--- config.mk ---
export PLATFORM = sky130hd
export DESIGN_NAME = color_reply_parse_classify_core
export DESIGN_NICKNAME = d
export VERILOG_FILES = /design/src/sv/crpc_pkg.sv /design/src/sv/color_reply_parse_classify_core.sv /design/src/sv/crpc_parser.sv /design/src/sv/crpc_classify.sv
export SDC_FILE = /design/constraint.sdc
export NUM_CORES = 1
export LEC_CHECK = 0
export ABC_AREA = 1
export BUFFER_PORTS_ARGS = -buffer_cell sky130_fd_sc_hd__buf_4
export CAP_MARGIN = 30
export CELL_PAD_IN_SITES_DETAIL_PLACEMENT = 1
export CELL_PAD_IN_SITES_GLOBAL_PLACEMENT = 1
export CORE_MARGIN = 8
export CORE_UTILIZATION = 44
export CTS_CLUSTER_DIAMETER = 60
export DETAILED_ROUTE_END_ITERATION = 10
export PLACE_DENSITY_LB_ADDON = 0.08
export SLEW_MARGIN = 30
export SYNTH_ARGS = -nofsm -noshare
export SYNTH_HDL_FRONTEND = slang
export SYNTH_SLANG_ARGS = --single-unit
export TNS_END_PERCENT = 10
--- constraint.sdc ---
create_clock -name clock -period 7.61 [get_ports clock]
set_input_delay 0.3805 -clock clock [delete_from_list [all_inputs] [get_ports clock]]
set_output_delay 0.3805 -clock clock [all_outputs]
set_load 0.005 [all_outputs]
--- src/sv/crpc_pkg.sv ---
`default_nettype none

package crpc_pkg;

   localparam int ReplyBufferBytes = 64;
   localparam int LenWidth = $clog2(ReplyBufferBytes);

   localparam logic [1:0] PhSearch = 2'd0;
   localparam logic [1:0] PhComp   = 2'd1;
   localparam logic [1:0] PhDone   = 2'd2;
   localparam logic [1:0] PhFail   = 2'd3;

   localparam logic [1:0] ModeUnknown = 2'd0;
   localparam logic [1:0] ModeDark    = 2'd1;
   localparam logic [1:0] ModeLight   = 2'd2;
   localparam logic [1:0] ModeMixed   = 2'd3;

   localparam logic [0:0] CsrDarkThreshold  = 1'd0;
   localparam logic [0:0] CsrLightThreshold = 1'd1;

   localparam logic [7:0] CharBel       = 8'h07;
   localparam logic [7:0] CharEsc       = 8'h1B;
   localparam logic [7:0] CharBackslash = 8'h5C;
   localparam logic [7:0] CharSlash     = 8'h2F;

   localparam logic [7:0] PrefixText [4] = '{8'h72, 8'h67, 8'h62, 8'h3A};

   localparam logic [7:0] DarkReset  = 8'd96;
   localparam logic [7:0] LightReset = 8'd160;

   localparam int SumWidth = 22;
   localparam logic [SumWidth-1:0] WeightRed   = 22'd2126;
   localparam logic [SumWidth-1:0] WeightGreen = 22'd7152;
   localparam logic [SumWidth-1:0] WeightBlue  = 22'd722;
   localparam logic [SumWidth-1:0] WeightScale = 22'd10000;

   typedef struct packed {
      logic [7:0] data_byte;
      logic       no_more;
   } in_item_type;

   typedef struct packed {
      logic       emit;
      logic       color_valid;
      logic [7:0] red;
      logic [7:0] green;
      logic [7:0] blue;
   } reply_type;

endpackage

`default_nettype wire

--- src/sv/color_reply_parse_classify_core.sv ---
`default_nettype none

// Parses a terminal's background color reply and classifies it as dark, light,
// mixed, or unknown when no color is parsed. One reply byte is taken per transfer
// on the req_ channel, one byte per clock cycle unless a reply end waits. Each
// reply gives exactly one rsp_ transfer, which becomes valid once the byte that
// ends the reply has passed the input register and parsing and the luminance
// compare have loaded the result register. A reply ends at BEL, at ESC backslash
// from byte index 3 on, after 63 stored bytes, or at a transfer with no_more set.
// A stalled result holds in the result register while the next byte is still
// taken; only a second reply end waits. Threshold writes on the csr_ channel are
// taken in any cycle and act at once, so write them between replies.
module color_reply_parse_classify_core (
   input  wire logic        clock,
   input  wire logic        reset,
   input  wire logic        req_tvalid,
   output logic             req_tready,
   input  wire logic [7:0]  req_tdata,   // [7:0] data_byte
   input  wire logic        req_tuser,   // [0] no_more
   output logic             rsp_tvalid,
   input  wire logic        rsp_tready,
   output logic [31:0]      rsp_tdata,   // [1:0] mode, [9:2] red, [17:10] green,
                                         // [25:18] blue, [31:26] zero
   output logic             rsp_tuser,   // [0] color_valid
   input  wire logic        csr_valid,
   output logic             csr_ready,
   input  wire logic [1:0]  csr_index,
   input  wire logic [7:0]  csr_data
);

   logic                  in_vld_ff;
   crpc_pkg::in_item_type in_item_ff;
   logic [7:0]            dark_ff;
   logic [7:0]            light_ff;
   logic                  rsp_vld_ff;
   logic [1:0]            rsp_mode_ff;
   logic                  rsp_valid_color_ff;
   logic [7:0]            rsp_red_ff;
   logic [7:0]            rsp_green_ff;
   logic [7:0]            rsp_blue_ff;

   crpc_pkg::reply_type reply;
   logic [1:0]          mode;
   logic                out_free;
   logic                advance;

   crpc_parser u_parser (
      .clock (clock),
      .reset (reset),
      .item  (in_item_ff),
      .step  (advance),
      .reply (reply)
   );

   crpc_classify u_classify (
      .reply           (reply),
      .dark_threshold  (dark_ff),
      .light_threshold (light_ff),
      .mode            (mode)
   );

   assign out_free   = !rsp_vld_ff || rsp_tready;
   assign advance    = in_vld_ff && (!reply.emit || out_free);
   assign req_tready = !in_vld_ff || advance;
   assign csr_ready  = 1'b1;

   always_ff @(posedge clock) begin
      if (reset) begin
         in_vld_ff <= 1'b0;
      end else if (req_tready) begin
         in_vld_ff <= req_tvalid;
      end
      if (req_tready && req_tvalid) begin
         in_item_ff.data_byte <= req_tdata;
         in_item_ff.no_more   <= req_tuser;
      end
   end

   always_ff @(posedge clock) begin
      if (reset) begin
         dark_ff  <= crpc_pkg::DarkReset;
         light_ff <= crpc_pkg::LightReset;
      end else if (csr_valid && csr_index[1] == 1'b0) begin
         if (csr_index[0:0] == crpc_pkg::CsrDarkThreshold) begin
            dark_ff <= csr_data;
         end
         if (csr_index[0:0] == crpc_pkg::CsrLightThreshold) begin
            light_ff <= csr_data;
         end
      end
   end

   always_ff @(posedge clock) begin
      if (reset) begin
         rsp_vld_ff <= 1'b0;
      end else if (advance && reply.emit) begin
         rsp_vld_ff <= 1'b1;
      end else if (rsp_tready) begin
         rsp_vld_ff <= 1'b0;
      end
      if (advance && reply.emit) begin
         rsp_mode_ff        <= mode;
         rsp_valid_color_ff <= reply.color_valid;
         rsp_red_ff         <= reply.red;
         rsp_green_ff       <= reply.green;
         rsp_blue_ff        <= reply.blue;
      end
   end

   assign rsp_tvalid = rsp_vld_ff;
   assign rsp_tdata  = {6'd0, rsp_blue_ff, rsp_green_ff, rsp_red_ff, rsp_mode_ff};
   assign rsp_tuser  = rsp_valid_color_ff;

endmodule

`default_nettype wire

--- src/sv/crpc_parser.sv ---
`default_nettype none

module crpc_parser (
   input  wire logic                 clock,
   input  wire logic                 reset,
   input  wire crpc_pkg::in_item_type item,
   input  wire logic                 step,
   output crpc_pkg::reply_type       reply
);

   logic [1:0]                   phase_ff, fed_phase;
   logic [1:0]                   pmc_ff, fed_pmc;
   logic [1:0]                   comp_ff, fed_comp;
   logic [2:0]                   digits_ff, fed_digits;
   logic [15:0]                  acc_ff, fed_acc;
   logic [7:0]                   red_ff, fed_red;
   logic [7:0]                   green_ff, fed_green;
   logic [crpc_pkg::LenWidth-1:0] len_ff;
   logic                         esc_ff;

   logic [7:0] c;
   logic [4:0] hex;
   logic       stop_early;
   logic       full;
   logic [1:0] sel_phase;
   logic [7:0] sel_red;
   logic [7:0] sel_green;
   logic [7:0] sel_blue;

   // Returns the nibble in the low bits and sets the top bit for a non-hex byte.
   function automatic logic [4:0] hex_nibble(input logic [7:0] b);
      logic [4:0] r;
      r = 5'h10;
      if (b >= 8'h30 && b <= 8'h39) begin
         r = {1'b0, 4'(b - 8'h30)};
      end else if (b >= 8'h41 && b <= 8'h46) begin
         r = {1'b0, 4'(b - 8'h37)};
      end else if (b >= 8'h61 && b <= 8'h66) begin
         r = {1'b0, 4'(b - 8'h57)};
      end
      return r;
   endfunction

   assign c   = item.data_byte;
   assign hex = hex_nibble(c);

   always_comb begin
      fed_phase  = phase_ff;
      fed_pmc    = pmc_ff;
      fed_comp   = comp_ff;
      fed_digits = digits_ff;
      fed_acc    = acc_ff;
      fed_red    = red_ff;
      fed_green  = green_ff;
      unique case (phase_ff)
         crpc_pkg::PhSearch: begin
            if (c == crpc_pkg::PrefixText[pmc_ff]) begin
               if (pmc_ff == 2'd3) begin
                  fed_pmc    = 2'd0;
                  fed_phase  = crpc_pkg::PhComp;
                  fed_comp   = 2'd0;
                  fed_digits = 3'd0;
                  fed_acc    = 16'd0;
               end else begin
                  fed_pmc = pmc_ff + 2'd1;
               end
            end else begin
               fed_pmc = (c == crpc_pkg::PrefixText[0]) ? 2'd1 : 2'd0;
            end
         end
         crpc_pkg::PhComp: begin
            if (c == crpc_pkg::CharSlash) begin
               if (comp_ff == 2'd2) begin
                  fed_phase = crpc_pkg::PhDone;
               end else begin
                  if (comp_ff == 2'd0) begin
                     fed_red = acc_ff[15:8];
                  end else begin
                     fed_green = acc_ff[15:8];
                  end
                  fed_comp   = comp_ff + 2'd1;
                  fed_digits = 3'd0;
                  fed_acc    = 16'd0;
               end
            end else if (digits_ff[2] || hex[4]) begin
               fed_phase = crpc_pkg::PhFail;
            end else begin
               fed_acc    = {acc_ff[11:0], hex[3:0]};
               fed_digits = digits_ff + 3'd1;
               if (digits_ff == 3'd3 && comp_ff == 2'd2) begin
                  fed_phase = crpc_pkg::PhDone;
               end
            end
         end
         crpc_pkg::PhDone: begin
         end
         crpc_pkg::PhFail: begin
         end
      endcase
   end

   assign stop_early = item.no_more || (c == crpc_pkg::CharBel) ||
                       ((len_ff > crpc_pkg::LenWidth'(2)) && esc_ff &&
                        (c == crpc_pkg::CharBackslash));
   assign full = (len_ff >= crpc_pkg::LenWidth'(crpc_pkg::ReplyBufferBytes - 2));

   always_comb begin
      if (stop_early) begin
         sel_phase = phase_ff;
         sel_red   = red_ff;
         sel_green = green_ff;
         sel_blue  = acc_ff[15:8];
      end else begin
         sel_phase = fed_phase;
         sel_red   = fed_red;
         sel_green = fed_green;
         sel_blue  = fed_acc[15:8];
      end
      reply.emit        = stop_early || full;
      reply.color_valid = (sel_phase == crpc_pkg::PhDone);
      reply.red         = reply.color_valid ? sel_red : 8'd0;
      reply.green       = reply.color_valid ? sel_green : 8'd0;
      reply.blue        = reply.color_valid ? sel_blue : 8'd0;
   end

   always_ff @(posedge clock) begin
      if (reset || (step && reply.emit)) begin
         phase_ff  <= crpc_pkg::PhSearch;
         pmc_ff    <= 2'd0;
         comp_ff   <= 2'd0;
         digits_ff <= 3'd0;
         acc_ff    <= 16'd0;
         red_ff    <= 8'd0;
         green_ff  <= 8'd0;
         len_ff    <= '0;
         esc_ff    <= 1'b0;
      end else if (step) begin
         phase_ff  <= fed_phase;
         pmc_ff    <= fed_pmc;
         comp_ff   <= fed_comp;
         digits_ff <= fed_digits;
         acc_ff    <= fed_acc;
         red_ff    <= fed_red;
         green_ff  <= fed_green;
         len_ff    <= len_ff + crpc_pkg::LenWidth'(1);
         esc_ff    <= (c == crpc_pkg::CharEsc);
      end
   end

endmodule

`default_nettype wire

--- src/sv/crpc_classify.sv ---
`default_nettype none

module crpc_classify (
   input  wire crpc_pkg::reply_type reply,
   input  wire logic [7:0]          dark_threshold,
   input  wire logic [7:0]          light_threshold,
   output logic [1:0]               mode
);

   logic [crpc_pkg::SumWidth-1:0] sum;
   logic [crpc_pkg::SumWidth-1:0] dark_limit;
   logic [crpc_pkg::SumWidth-1:0] light_limit;

   assign sum = crpc_pkg::SumWidth'(reply.red) * crpc_pkg::WeightRed +
                crpc_pkg::SumWidth'(reply.green) * crpc_pkg::WeightGreen +
                crpc_pkg::SumWidth'(reply.blue) * crpc_pkg::WeightBlue;
   assign dark_limit  = crpc_pkg::SumWidth'(dark_threshold) * crpc_pkg::WeightScale;
   assign light_limit = crpc_pkg::SumWidth'(light_threshold) * crpc_pkg::WeightScale;

   always_comb begin
      if (!reply.color_valid) begin
         mode = crpc_pkg::ModeUnknown;
      end else if (sum <= dark_limit) begin
         mode = crpc_pkg::ModeDark;
      end else if (sum >= light_limit) begin
         mode = crpc_pkg::ModeLight;
      end else begin
         mode = crpc_pkg::ModeMixed;
      end
   end

endmodule

`default_nettype wire

==> qor.yml <==
status:
  status: "complete, but fails checks"
  violations: "setup timing"
setup_path:
  crit_type: "reg2reg"
  required_ps: 7740
  cp_max_fo: 12
  worst_setup_path_end_kind: "flip-flop"
  cp_slowest_cell: "fa_2"
  cp_common_cell: "nand2_1"
  cpPeakStageDelay_ps: 600
  crit_arrival_ps: 8940
  start_kind: "flip-flop"
detailed_routing:
  routed_via_density: 5.40
  wire_per_inst_um: 20.1
  drc: 0
  drt_iter0_markers: 621
  drt_first_pass_iters: 5
  vias: 13596
  routed_wirelength_um: 50500
  drt.antenna.violating_nets: 0
logic_synthesis:
  yosysWarnings: 0
  synth_area_sq_um: 13600
  avgSynthCellArea_sq_um: 7.86
  ys_seq_area_share_pct: 17.7
  synth_cell_types: 50
  syn-instance-count: 1727
  synth_async_sr_flop_share_pct: 0
  synth-edff-count: 36
  synthFlopType: "dfxtp_1"
  ys_ff_latch: 102
global_route:
  met1_usage_pct: 30.7
  grt_pass1_wl_um: 75000
  overflow: 0
  grt_antenna_before_repair: 0
  grt_max_degree: 36
  grt.met3_usage_pct: 2.60
  grt_use_total_pct: 25.5
  use_met2_pct: 46.9
  grt_pass1_vias: 14653
  globalRoute.busiestLayer: "met2"
clocking:
  cts_buffer_depth: 2
  cts_tree: "done"
  htree_levels: 3
  path_clk_slew_ps: 80
  root_buffer: "clkbuf_16"
  clkLatencyLatePin_ps: 370
  numCtsBuffers: 9
  numClockSinks: 102
cells_and_area:
  nFillCells: 3754
  area_growth_pct: 34.9
  fin_nets: 2504
  instances_no_fill: 2518
  diodes: 0
  regArea_sq_um: 2400
  fin_util_pct: 60.0
  multi_input_area_sq_um: 10800
  layout_common_cells: "393 x buf_4, 277 x inv_1, 258 x nand2_1, 250 x ha_1, 133 x a21oi_1"
  drive_gt1_share_pct: 28.7
  mostFrequentLayoutCell: "buf_4"
sta:
  holdWs_ps: 186
  worst_pin_slew_ps: 753
  setup_viol: 2
  finalCritPeriodShare_pct: 116
  hold_viol_final: 0
  max_freq_mhz: 114
  relSlewSlack_pct: 49.6
  period_minus_slack_ps: 8810
  fin_ws_ps: -1200
  slew_viol_final: 0
  fin_skew_ps: 13.5
  rsz0062_at_grt: "true"
placed_design:
  gp_congestion: 0.907
  dp_hpwl_um: 37500
  dp.cells: 2446
  port_buffers: 52
power_and_ir_drop:
  power_density_nw_per_um2: 115
  total_power_mw: 2.10
  ir_drop_mv: 0.106
  p_leak_nw: 9.69
die:
  start_util_pct: 44.5
  io_pins: 60
  coreArea_sq_um: 30500
  fp.dieW_um: 192
  num_rows: 64
  die_h_um: 192
  fp.dieArea_sq_um: 36700
worst_hold_path:
  hold_path.class: "in2reg"
run:
  drv_cap: 0
## timing repair
item | 4_1_cts | 5_1_grt
hold endpoints to repair | 0 | 0
resized for setup | 69 | 97
hold buffers | 0 | 0
pin swaps | 52 | 77
endpoints found under the setup margin | 2 | 2
buffers inserted | 28 | 29
## stage by stage
step	setup WS, ps	instance area (sq um)	TNS, ps
6_report	-1200	18300	-2210
3_3_place_gp	-704	16900	-1330
5_1_grt	-1600	18300	-2980
4_1_cts	-741	17700	-1420
2_1_floorplan	-20.6	13900	-20.6
3_5_place_dp	-1080	16900	-2000
## logic make-up after synthesis
group / share of synthesized area, %
AND/OR/NAND/NOR: 17.2
adder cells (fa/ha/maj): 38.3
buffers and inverters: 9.79
AO/OA/AOI/OAI: 12.2
flip-flops: 17.7
XOR/XNOR: 4.71
other: 0.0553
multiplexers: 0.0738
## power by group
| part | switching (mW) | internal (mW) | total, mW |
|---|---|---|---|
| combinational | 0.543 | 0.398 | 0.941 |
| sequential | 0.0209 | 0.579 | 0.600 |
| clock | 0.240 | 0.319 | 0.559 |
| total | 0.803 | 1.30 | 2.10 |
## critical path, delay by kind of cell, from the launching register on
| family | cells | cell delay [ps] |
|---|---|---|
| adder cells (fa/ha/maj) | 8 | 2840 |
| AND/OR/NAND/NOR | 21 | 2720 |
| AO/OA/AOI/OAI | 9 | 1210 |
| buffers and inverters | 9 | 1200 |
| flip-flops | 1 | 480 |
| XOR/XNOR | 1 | 100 |
## synth_stat cells, types with 7 or more instances
cell type	instances	area, sq um
a21o_1	10	75.1
a21oi_1	152	761
a31oi_1	11	68.8
buf_2	12	60.1
buf_4	12	90.1
clkbuf_1	8	30.0
dfxtp_1	66	1320
edfxtp_1	36	1080
fa_1	87	1740
ha_1	276	3450
inv_1	293	1100
nand2_1	279	1050
nand3_1	60	300
nand4_1	15	93.8
nor2_1	132	495
nor2_2	7	43.8
nor3_1	29	145
o21ai_0	95	475
o21bai_1	8	60.1
xnor2_1	30	263
xor2_1	43	377
## state kept, by name, summed over array words and instances (netlist names)
name / cells
u_parser.esc_ff: 1
u_parser.pmc_ff: 2
in_vld_ff: 1
in_item_ff: 9
dark_ff: 8
u_parser.acc_ff: 16
u_parser.phase_ff: 2
rsp_tvalid: 1
u_parser.green_ff: 8
u_parser.comp_ff: 2
rsp_tuser: 1
rsp_mode_ff: 2
u_parser.red_ff: 8
rsp_green_ff: 8
u_parser.len_ff: 6
u_parser.digits_ff: 3
rsp_blue_ff: 8
light_ff: 8
rsp_red_ff: 8
## metal layers
metal | wire length, um | part of all wire (%) | up-vias
met5 | 0 | 0 | -
met2 | 26100 | 52 | 285
li1 | - | - | 6422
met3 | 1450 | 2.9 | 110
met4 | 1590 | 3.1 | 0
met1 | 21400 | 42 | 6779
## area by class of cell
type                       count  area share, %
tap                          396           2.71
timing repair buffer         407           17.2
multi-input combinational   1295           58.9
clock buffer                  12           1.46
sequential                   102           13.1
inverter                     302           6.23
clock inverter                 4          0.403
## path summary, 6_finish.rpt
kind                                         from                              end  slack [ps]  cells after the start
setup reg to reg          in_item_ff[1]$_DFFE_PP_     rsp_mode_ff[0]$_SDFFCE_PP0P_       -1200                     48
hold / removal                       req_tdata[3]          in_item_ff[4]$_DFFE_PP_         190                      1
setup / recovery          in_item_ff[1]$_DFFE_PP_     rsp_mode_ff[0]$_SDFFCE_PP0P_       -1200                     48
hold reg to reg   u_parser.acc_ff[7]$_SDFFE_PP0P_  u_parser.acc_ff[7]$_SDFFE_PP0P_         470                      2
Power figures use the tool's default switching activity.
